[src/sv/assert_macros.svh]
// Shared assertion macros for the RTL folder.
`ifndef ASSERT_MACROS_SVH
`define ASSERT_MACROS_SVH

// Check a property on every clock edge outside reset.
`define ASSERT_ALWAYS(lbl, clk, rst_n, prop, msg) \
  lbl: assert property (@(posedge clk) disable iff (!rst_n) (prop)) else $error(msg);

// Check that an antecedent implies a consequent in the same cycle.
`define ASSERT_IMPLIES(lbl, clk, rst_n, ante, cons, msg) \
  lbl: assert property (@(posedge clk) disable iff (!rst_n) (ante) |-> (cons)) else $error(msg);

`endif

[src/sv/u8d_pkg.sv]
package u8d_pkg;

  // Continuation bytes still expected for the pending character.
  typedef logic [2:0] rem_t;

  // Decoded character value.
  typedef logic [30:0] cp_t;

  localparam logic [7:0] ContMask  = 8'hC0;
  localparam logic [7:0] ContTag   = 8'h80;
  localparam logic [7:0] Lead2Min  = 8'hC0;
  localparam logic [7:0] Lead3Min  = 8'hE0;
  localparam logic [7:0] Lead4Min  = 8'hF0;
  localparam logic [7:0] Lead5Min  = 8'hF8;
  localparam logic [7:0] Lead6Min  = 8'hFC;
  localparam logic [7:0] BadLeadMin = 8'hFE;

  localparam rem_t RemIdle = 3'd0;
  localparam rem_t RemLast = 3'd1;
  localparam rem_t RemMax  = 3'd5;

endpackage

[src/sv/utf8_stream_decoder.sv]
// UTF-8 stream decoder for the original 1-to-6-byte form. One byte is taken
// per beat, and a new byte can be accepted every cycle while the result side
// keeps up. The byte register captures the byte at its accepting edge. The
// decode is combinational into the result register, which loads while its
// slot is free; a completing byte passes the byte register, then the result
// register. A held result stalls the input only when the byte register is
// also full. Lead bytes 0x00-0xBF give an immediate result (byte AND 0x7F).
// 0xFE and 0xFF give an immediate error, and longer characters give one result
// on their last byte. A malformed continuation byte drops the pending character
// and the byte itself, and yields an error result with code point zero.
// Overlong forms and surrogates are passed through unchecked.
`include "assert_macros.svh"

module utf8_stream_decoder (
  input  logic        clk_i,
  input  logic        rst_ni,
  input  logic        in_valid_i,
  output logic        in_ready_o,
  input  logic [7:0]  byte_in_i,
  output logic        out_valid_o,
  input  logic        out_ready_i,
  output logic [30:0] code_point_o,
  output logic        error_o
);

  logic              s1_valid_q;
  logic [7:0]        byte_q;
  u8d_pkg::rem_t     rem_q, rem_d;
  u8d_pkg::cp_t      part_q, part_d;
  logic              out_valid_q;
  u8d_pkg::cp_t      cp_q;
  logic              err_q;

  logic              out_free;
  logic              proc;
  logic              res_fire;
  u8d_pkg::cp_t      res_cp;
  logic              res_err;
  u8d_pkg::cp_t      ext;

  // Result slot frees when empty or drained this cycle.
  assign out_free   = !out_valid_q || out_ready_i;
  assign proc       = s1_valid_q && out_free;
  assign in_ready_o = !s1_valid_q || out_free;

  // Shift six payload bits into the pending value.
  assign ext = {part_q[24:0], byte_q[5:0]};

  // Decode the registered byte against the pending character.
  always_comb begin
    res_fire = 1'b0;
    res_cp   = '0;
    res_err  = 1'b0;
    rem_d    = rem_q;
    part_d   = part_q;
    if (rem_q != u8d_pkg::RemIdle) begin
      if ((byte_q & u8d_pkg::ContMask) != u8d_pkg::ContTag) begin
        res_fire = 1'b1;
        res_err  = 1'b1;
        rem_d    = u8d_pkg::RemIdle;
        part_d   = '0;
      end else begin
        rem_d = rem_q - 3'd1;
        if (rem_q == u8d_pkg::RemLast) begin
          res_fire = 1'b1;
          res_cp   = ext;
          part_d   = '0;
        end else begin
          part_d = ext;
        end
      end
    end else if (byte_q >= u8d_pkg::BadLeadMin) begin
      res_fire = 1'b1;
      res_err  = 1'b1;
    end else if (byte_q < u8d_pkg::Lead2Min) begin
      res_fire = 1'b1;
      res_cp   = {24'd0, byte_q[6:0]};
    end else if (byte_q < u8d_pkg::Lead3Min) begin
      part_d = {26'd0, byte_q[4:0]};
      rem_d  = 3'd1;
    end else if (byte_q < u8d_pkg::Lead4Min) begin
      part_d = {27'd0, byte_q[3:0]};
      rem_d  = 3'd2;
    end else if (byte_q < u8d_pkg::Lead5Min) begin
      part_d = {28'd0, byte_q[2:0]};
      rem_d  = 3'd3;
    end else if (byte_q < u8d_pkg::Lead6Min) begin
      part_d = {29'd0, byte_q[1:0]};
      rem_d  = 3'd4;
    end else begin
      part_d = {30'd0, byte_q[0]};
      rem_d  = u8d_pkg::RemMax;
    end
  end

  // Hold the input beat until it is decoded.
  always_ff @(posedge clk_i or negedge rst_ni) begin
    if (!rst_ni) begin
      s1_valid_q <= 1'b0;
    end else if (in_ready_o) begin
      s1_valid_q <= in_valid_i;
    end
  end

  always_ff @(posedge clk_i) begin
    if (in_ready_o && in_valid_i) begin
      byte_q <= byte_in_i;
    end
  end

  // Advance decoder state once per decoded byte.
  always_ff @(posedge clk_i or negedge rst_ni) begin
    if (!rst_ni) begin
      rem_q  <= u8d_pkg::RemIdle;
      part_q <= '0;
    end else if (proc) begin
      rem_q  <= rem_d;
      part_q <= part_d;
    end
  end

  // Load the result register; drop bytes that complete nothing.
  always_ff @(posedge clk_i or negedge rst_ni) begin
    if (!rst_ni) begin
      out_valid_q <= 1'b0;
    end else if (out_free) begin
      out_valid_q <= proc && res_fire;
    end
  end

  always_ff @(posedge clk_i) begin
    if (proc && res_fire) begin
      cp_q  <= res_cp;
      err_q <= res_err;
    end
  end

  assign out_valid_o  = out_valid_q;
  assign code_point_o = cp_q;
  assign error_o      = err_q;

  `ASSERT_IMPLIES(a_err_zero_cp, clk_i, rst_ni, out_valid_q && err_q, cp_q == '0, "cp on error")
  `ASSERT_ALWAYS(a_rem_range, clk_i, rst_ni, rem_q <= u8d_pkg::RemMax, "count out of range")
  `ASSERT_IMPLIES(a_idle_clear, clk_i, rst_ni, rem_q == u8d_pkg::RemIdle, part_q == '0, "part kept")

endmodule

[config.mk]
export PLATFORM = sky130hd
export DESIGN_NAME = utf8_stream_decoder
export DESIGN_NICKNAME = d
export VERILOG_FILES = /design/src/sv/u8d_pkg.sv /design/src/sv/utf8_stream_decoder.sv
export VERILOG_INCLUDE_DIRS = /design/src /design/src/sv
export SDC_FILE = /design/constraint.sdc
export NUM_CORES = 1
export LEC_CHECK = 0
export BUFFER_PORTS_ARGS = -buffer_cell sky130_fd_sc_hd__buf_2
export CORE_MARGIN = 3
export CORE_UTILIZATION = 40
export DETAILED_ROUTE_END_ITERATION = 7
export GPL_ROUTABILITY_DRIVEN = 0
export GPL_TIMING_DRIVEN = 0
export SLEW_MARGIN = 20
export SYNTH_ARGS = -nofsm -noshare
export SYNTH_HDL_FRONTEND = slang
export SYNTH_SLANG_ARGS = --single-unit
[constraint.sdc]
create_clock -name clk_i -period 4.2 [get_ports clk_i]
set_input_delay 0.84 -clock clk_i [delete_from_list [all_inputs] [get_ports clk_i]]
set_output_delay 0.84 -clock clk_i [all_outputs]
set_load 0.01 [all_outputs]
==> results of run 1 <==
cell usage after synthesis, types with 2 or more instances:
cell / n / share of area [%]
sky130_fd_sc_hd__dfrtp_1: 30 / 25
sky130_fd_sc_hd__edfxtp_1: 40 / 40
sky130_fd_sc_hd__o21ai_0: 4 / 0.67
sky130_fd_sc_hd__a21oi_1: 2 / 0.34
sky130_fd_sc_hd__nand2_1: 27 / 3.4
sky130_fd_sc_hd__and2_1: 32 / 6.7
sky130_fd_sc_hd__clkbuf_1: 3 / 0.38
sky130_fd_sc_hd__ha_1: 3 / 1.3
sky130_fd_sc_hd__mux2_1: 5 / 1.9
sky130_fd_sc_hd__a21o_1: 2 / 0.50
sky130_fd_sc_hd__mux2i_1: 21 / 7.1
sky130_fd_sc_hd__nand2b_1: 5 / 1.0
sky130_fd_sc_hd__nor2b_1: 3 / 0.63
sky130_fd_sc_hd__nand3_1: 5 / 0.84
sky130_fd_sc_hd__and3_1: 4 / 0.84
sky130_fd_sc_hd__buf_6: 3 / 1.1
sky130_fd_sc_hd__inv_1: 25 / 3.1
state kept, by name, indices dropped and copies added, names as in the netlist:
| name | flops |
|---|---|
| byte_q | 8 |
| code_point_o | 31 |
| error_o | 1 |
| rem_q | 3 |
| out_valid_o | 1 |
| part_q | 25 |
| s1_valid_q | 1 |
metal layers:
layer | part of all wire [%] | GRT usage, %
met5 | 0 | 0
met1 | 45 | 16.60
met4 | 1.5 | 5.569
met3 | 4.2 | 3.168
met2 | 50 | 21.81
per-stage QoR:
| stage | total power [µW] | cells | setup TNS [ns] | hold WS (ns) |
|---|---|---|---|---|
| after global routing | 2131 | 390 | 0 | 0.5027 |
| after global placement | 1538 | 372 | -30.50 | 0.4716 |
| after detailed placement | 1562 | 374 | 0 | 0.4761 |
| final | 2006 | 390 | 0 | 0.4909 |
| after floorplan | 1353 | 231 | 0 | 0.4581 |
| after CTS | 2034 | 390 | 0 | 0.4923 |
logic make-up (layout without fill, tap and decap cells):
kind of cell    count (synthesis)  count (layout)  share of synthesized area (%)
mux                            27              27                          9.320
simple gates                   81              81                          14.86
compound gates                 17              17                          3.989
flops                          70              70                          65.49
fa+ha+maj                       3               3                          1.260
buf+inv                        33              96                          5.080
cells in the final DEF, fill, tap and decap left out, types with 10 or more instances in the layout:
master and instances:
sky130_fd_sc_hd__edfxtp_1 40, sky130_fd_sc_hd__dfrtp_1 30, sky130_fd_sc_hd__buf_2 46, sky130_fd_sc_hd__clkbuf_8 10, sky130_fd_sc_hd__inv_1 25, sky130_fd_sc_hd__and2_1 32, sky130_fd_sc_hd__mux2i_1 21, sky130_fd_sc_hd__nand2_1 27
worst min path at each step:
stage / start / end / slack (ns) / cells past startpoint
after global placement: rem_q[1]$_DFFE_PN0P_ / rem_q[1]$_DFFE_PN0P_ / 0.47 / 1
after floorplan: rem_q[1]$_DFFE_PN0P_ / rem_q[1]$_DFFE_PN0P_ / 0.46 / 1
after global routing: rem_q[1]$_DFFE_PN0P_ / rem_q[1]$_DFFE_PN0P_ / 0.50 / 1
after CTS: rem_q[1]$_DFFE_PN0P_ / rem_q[1]$_DFFE_PN0P_ / 0.49 / 1
final: rem_q[1]$_DFFE_PN0P_ / rem_q[1]$_DFFE_PN0P_ / 0.49 / 1
after detailed placement: rem_q[1]$_DFFE_PN0P_ / rem_q[1]$_DFFE_PN0P_ / 0.48 / 1
power by group through the flow:
stage | combinational [µW] | sequential, µW | clock (µW)
final | 576 | 959 | 471
after global routing | 641 | 975 | 516
after CTS | 588 | 961 | 484
after detailed placement | 587 | 975 | 0
after global placement | 554 | 984 | 0
after floorplan | 335 | 1020 | 0
layout make-up:
| class | instances | area (µm²) |
|---|---|---|
| Fill cell | 655 | 3486 |
| Sequential cell | 70 | 1952 |
| Multi-Input combinational cell | 128 | 889.6 |
| Timing Repair Buffer | 47 | 251.5 |
| Clock buffer | 12 | 145.1 |
| Tap cell | 96 | 120.1 |
| Inverter | 25 | 93.84 |
| Buffer | 8 | 57.56 |
| Clock inverter | 4 | 23.77 |
==> impl_summary.md, run 1 <==
Clock network
The clock transition at the registers of the reported paths is about 0.070 ns. In this run, post-CTS repair resized a total of 0 instances. The clock root buffer master is sky130_fd_sc_hd__clkbuf_8. The post-cts hold buffer count is 0. The post-CTS setup buffer count is 0. In this run, CTS created clock tree buffers numbering 9. The clock reaches the later pin of the worst-skew pair after ~0.33 ns.

The clock net sink count is 70. The clock tree synthesis step divided the H-tree into 3 levels. The maximum number of buffers from clock root to sink is 2. The TritonCTS clock tree is built.

STA
The clock skew is 0.006462 ns. In the post-route analysis, the smallest setup slack over all paths is 2.086 ns. At the pin with the least slew margin, the transition time is 0.7149 ns. The worst path needs approximately 2.1 ns of the cycle, external delays included. Setup repair after global routing left no endpoint under its margin. Dividing the final minimum period by the clock period gives 50.34%. Setup violations remaining at the end of the flow were counted as 0. The max-slew violation total from the final report is 0.

The count of endpoints failing hold in the final timing report is 0. The relative slew slack is between 50% and 60%. The fmax is 0.4729 GHz.

Power
Dividing total power by cell area gives a power density of 567.7 nW/µm². The portion of total power attributed to sequential cells is roughly 48%. The internal power is 1372 µW. The leakage power of the design is 0.001498 µW.

VDD sags by at most approximately 0.28 mV. Combinational logic is responsible for around 29% of the overall power. The power dissipated by switching net loads is 634.4 µW.

Of the total power, the clock network draws 23.5%. The net switching share of the total power is 31.63%.

Synthesis
The leading register cell type out of synthesis is sky130_fd_sc_hd__edfxtp_1. The post-synthesis async set-or-reset flop share is 42.86%. The net count after synthesis is around 250. The average instance in the mapped netlist occupies 12.90 µm². Synthesis handed over a netlist of ~230 instances. The number of distinct library cells after synthesis is 34. In this run, synthesis produced a sequential element count of 70.

The share of the yosys chip area belonging to registers is 65.49%. The synthesized netlist occupies a cell area of 2980 µm². The Yosys step of the flow raised 0 warnings.

Counting flops with a built-in enable in the synthesized netlist gives 40.

Status
The run finished with clean final reports.

Die
The die area is 8523 µm². From bottom edge to top edge, the die measures ~90 µm. The die is 92.32 µm wide. The number of I/O pins is 46. The core region is between 7000 and 8000 µm². In this run the core area contains 30 standard-cell rows.

The initial core utilization is 42.46%.

Global route
The initial antenna violation count is 0. The first global-routing pass estimated 8.576 mm of wire. After global routing the overflow that remains totals 0. The via count of the first global-routing pass was about 1,700. The overall routing resource usage is between 10% and 20%. The maximum number of pins on one net before global-route repair is 31.

Cells and area
The number of nets in the final layout is 304. The fraction of final layout cells with drive strength greater than 1 is about a quarter. Relative to the synthesized area, the layout overhead comes to 18.56%. For this run, the share of the core covered by cells in the final layout is 50.34%.

After routing the design area is 3533 µm². 0 antenna diodes ended up in the layout.

Place
Detailed placement ended at an HPWL of 3.575 mm. The worst slack at placement is 2.008 ns. In this run the cell area measured after placement is 3364 µm². The count of port buffers added during placement is 45.

Route
After detailed routing, the average wire length per cell comes to 13.29 µm. The iteration count of the initial detailed-routing pass is 4. The count of nets left with antenna violations after detail routing is 0. The overall routed net length is 5.185 mm. Across all layers, the routed design uses between 1,500 and 2,000 vias.

The via count normalized by instance count is 4.523. After detailed routing, the number of remaining DRC violations is 0. The detailed router finished its first iteration with 43 violations.

Critical path
The setup check on the worst reg-to-reg path leaves a slack of 2.10 ns. The standard cell with the maximum stage delay on the critical path is sky130_fd_sc_hd__buf_2. The path type of the worst setup path is input pin to primary output. STA classifies the critical path endpoint as a primary output. The family with the most delay on the worst path is buffers and inverters. The data arrival time of the critical path is 1.27 ns. The cell depth of the worst flop-to-flop path is 7. The worst setup path is launched from an input pin. The most critical setup path has its endpoint at in_ready_o. The endpoint required time on the critical path is 3.36 ns. The destination of the worst register-to-register timing path is code_point_o[6]$_DFFE_PP_. The critical path goes through buf_2, inv_1, nand3_1, buf_2. The beginning of the worst register-to-register path is rem_q[1]$_DFFE_PN0P_.

In this run the worst path has a maximum fanout of 3. In this design, the stage delay of the slowest critical-path cell is 0.16 ns. Tracing the worst setup path back leads to its startpoint at out_ready_i. The most prevalent standard cell on the critical path is sky130_fd_sc_hd__buf_2. Together, buffers and inverters on the worst path number 3. The path length in cells of the critical path is 4.

Run
Max-cap violations in this run came to 0.

Worst hold path
In this run the worst hold path is classified as flop to flop.
(Power assumes the default switching activity.)
==> inputs of run 2 (changes only) <==
- clock period: 4.2 -> 1.8 ns (I/O delays scaled with it)
==> run 2 against run 1 <==
Via count up 4.7%. Register-to-register slack worse by 2.0 ns. Global-route usage up 0.30 points. Clock power rose to 3.6 times the previous value. Sequential share of layout area down 3.3 points. Die area unchanged. Critical path type is now flop to flop. Largest cell class unchanged. Highest routed layer unchanged.
==> impl_summary.md, run 2 (synthesized netlist as in run 1, its figures left out) <==
Die
The die area is 8523 µm² (unchanged). The core footprint was 7019 µm² (unchanged). The height of the chip came to 92.32 µm (unchanged). The number of I/O pins is 46 (unchanged). The initial core utilization is 42.46% (unchanged).

The die outline width is 92.32 µm (unchanged). The number of core rows is 30 (unchanged).

Clock network
The clock transition at the registers of the reported paths is 0.07 ns (about the same). The maximum number of buffers from clock root to sink is 2 (unchanged). The clock net sink count is 70 (unchanged).

The clock root buffer master is sky130_fd_sc_hd__clkbuf_8 (unchanged). The clock insertion delay at the later pin of the skew report is 0.35 ns (was 0.33 ns). The TritonCTS clock tree is built (unchanged). The number of levels the H-tree was split into was 3 (unchanged). The TritonCTS buffer count is 9 (unchanged).

Critical path
The data arrival time of the critical path is 1.77 ns (was 1.27 ns). The endpoint required time on the critical path is 1.86 ns (was 3.36 ns). The startpoint type of the worst setup path is a flop (was input pin). The largest fanout of any net on the critical path is 16 (was 3). The capturing element type of the critical path is a flop (was primary output). The path type of the worst setup path is flop to flop (was input pin to primary output).

STA
Dividing the final minimum period by the clock period gives 95.53%. Static timing analysis puts the maximum clock frequency at between 0.5 and 0.6 GHz. The max-slew violation total from the final report is 0 (unchanged). The relative slew slack is 52.72% (was 52.34%). The clock skew was 0.007968 ns (was 0.006462 ns).

The number of setup violations in the final report came to 0 (unchanged). The shortest clock period the worst path allows after layout is 1.720 ns. The count of endpoints failing hold in the final timing report is 0 (unchanged). The slew at the pin with the worst max-slew slack is 0.7091 ns (was 0.7149 ns).

Route
The total DRC errors in the routed layout is 0 (unchanged). The iteration count of the initial detailed-routing pass is 4 (unchanged). The routed wirelength normalized by instance count is 13.32 µm (was 13.29 µm). The overall routed net length was 5.289 mm (was 5.185 mm).

The number of DRC markers in iteration 0 is 70 (was 43). The count of vias placed by the detailed router is 1,847 (was 1,764). The via count normalized by instance count is 4.652 (was 4.523).

The count of nets left with antenna violations after detail routing is 0 (unchanged).

Power
The total power was 5457 µW (was 2006 µW). The total power density per cell area is 1451 nW/µm² (was 567.7 nW/µm²). The maximum resistive drop on vdd was 0.6817 mV (was 0.2796 mV). The leakage power of the design was 0.001618 µW (was 0.001498 µW).

Status
Status: finished clean (unchanged).

Global route
The maximum number of pins on one net before global-route repair is 31 (unchanged). The global-route wire length before repair is 8.707 mm (was 8.576 mm). The via count of the first global-routing pass is 1,803 (was 1,722). The overall routing resource usage is 13.50% (was 13.20%). The initial antenna violation count was 0 (unchanged). The residual overflow from global routing is 0 (unchanged).

Cells and area
The area used by multi-input combinational logic is 938.4 µm² (was 889.6 µm²). The layout overhead on the synthesized area is 26.15% (was 18.56%). The antenna diode instance count was 0 (unchanged). The fill cell total of the finished layout came to 617 (was 655). The area of all sequential standard cells is 1952 µm² (unchanged).

The count of placed standard cells in the final layout, fillers left out is 397 (was 390). The number of nets in the final layout is 311 (was 304). The post-layout instance area came to 3760 µm² (was 3533 µm²).

The most common cell after layout, fill and taps aside is sky130_fd_sc_hd__buf_2 (unchanged). The flip-flop count of the largest register after layout came to 31 (unchanged). Leading cell types in the layout, fill and taps excluded: sky130_fd_sc_hd__buf_2, sky130_fd_sc_hd__edfxtp_1, sky130_fd_sc_hd__and2_1 (unchanged). The fraction of final layout cells with drive strength greater than 1 is 30.23% (was 23.47%).

Place
The half-perimeter wire length after detailed placement is 3.585 mm (was 3.575 mm). The count of port buffers added during placement is 45 (unchanged). The number of placed instances with taps included is 374 (unchanged).

The cell area after placement is 3371 µm² (was 3364 µm²).

Run
The number of max-capacitance violations reported came to 0 (unchanged).

Worst hold path
The type of the tightest min-delay check is input pin to async pin (was flop to flop).
run 2: layer usage:
layer  share of wire [%]  track usage, %  up-vias
met3                 5.0           4.793        9
met1                  45           16.54      890
met2                  48           21.81       43
met5                   0               0        -
met4                 2.1           5.322        0
li1                    -               -      905
run 2: area by class of cell:
cell class | count | area share [%]
flip-flops and latches | 70 | 51.91
multi-input cells | 128 | 24.96
clock inverters | 7 | 3.794
plain buffers | 8 | 2.163
well taps | 96 | 3.195
clock buffers | 9 | 3.295
inverters | 25 | 2.496
repair buffers | 54 | 8.186
run 2: report_power, final:
part           switching [µW]  leakage [µW]  internal, µW  total, µW
logic                     821      0.000684           714       1530
clock network             614      0.000134          1070       1680
registers                 149      0.000800          2090       2240
total                    1580       0.00162          3870       5460
run 2: stage by stage:
| step | util (%) | setup slack [ns] | hold slack (ns) | TNS (ns) |
|---|---|---|---|---|
| 3_3_place_gp | 47.70 | -0.8243 | 0.4420 | -31.07 |
| 6_report | 53.57 | 0.08037 | 0.05406 | 0 |
| 4_1_cts | 52.41 | 0.01168 | 0.06949 | 0 |
| 2_1_floorplan | - | -0.4148 | 0.06441 | -13.49 |
| 3_5_place_dp | 48.02 | -0.2662 | 0.4504 | -3.795 |
| 5_1_grt | 53.57 | -0.0006586 | 0.08488 | -0.0006586 |
run 2: worst max-delay path, stage by stage (launching register included):
cell and delay [ns]:
sky130_fd_sc_hd__dfrtp_1 0.41, sky130_fd_sc_hd__inv_2 0.09, sky130_fd_sc_hd__ha_4 0.17, sky130_fd_sc_hd__nor2_1 0.05, sky130_fd_sc_hd__o21a_1 0.22, sky130_fd_sc_hd__a211oi_4 0.27
sky130_fd_sc_hd__buf_8 0.22
run 2: timing repair:
action	in CTS	in global routing
pin swaps	0	1
endpoints found under the setup margin	23	71
hold buffers	0	0
buffers inserted	3	4
resized for setup	4	19
run 2: final timing paths:
path | startpoint | end | slack, ns | depth (start not counted)
hold reg to reg | part_q[24]$_DFFE_PN0P_ | part_q[24]$_DFFE_PN0P_ | 0.51 | 2
setup / recovery | rem_q[0]$_DFFE_PN0P_ | code_point_o[11]$_SDFFCE_PP0P_ | 0.08 | 6
max in group asynchronous | rst_ni | part_q[23]$_DFFE_PN0P_ | 1.28 | 1
setup reg to reg | rem_q[0]$_DFFE_PN0P_ | code_point_o[11]$_SDFFCE_PP0P_ | 0.08 | 6
hold / removal | rst_ni | out_valid_o$_DFFE_PN0P_ | 0.05 | 1
min in group clk_i | byte_in_i[5] | byte_q[5]$_DFFE_PP_ | 0.19 | 1
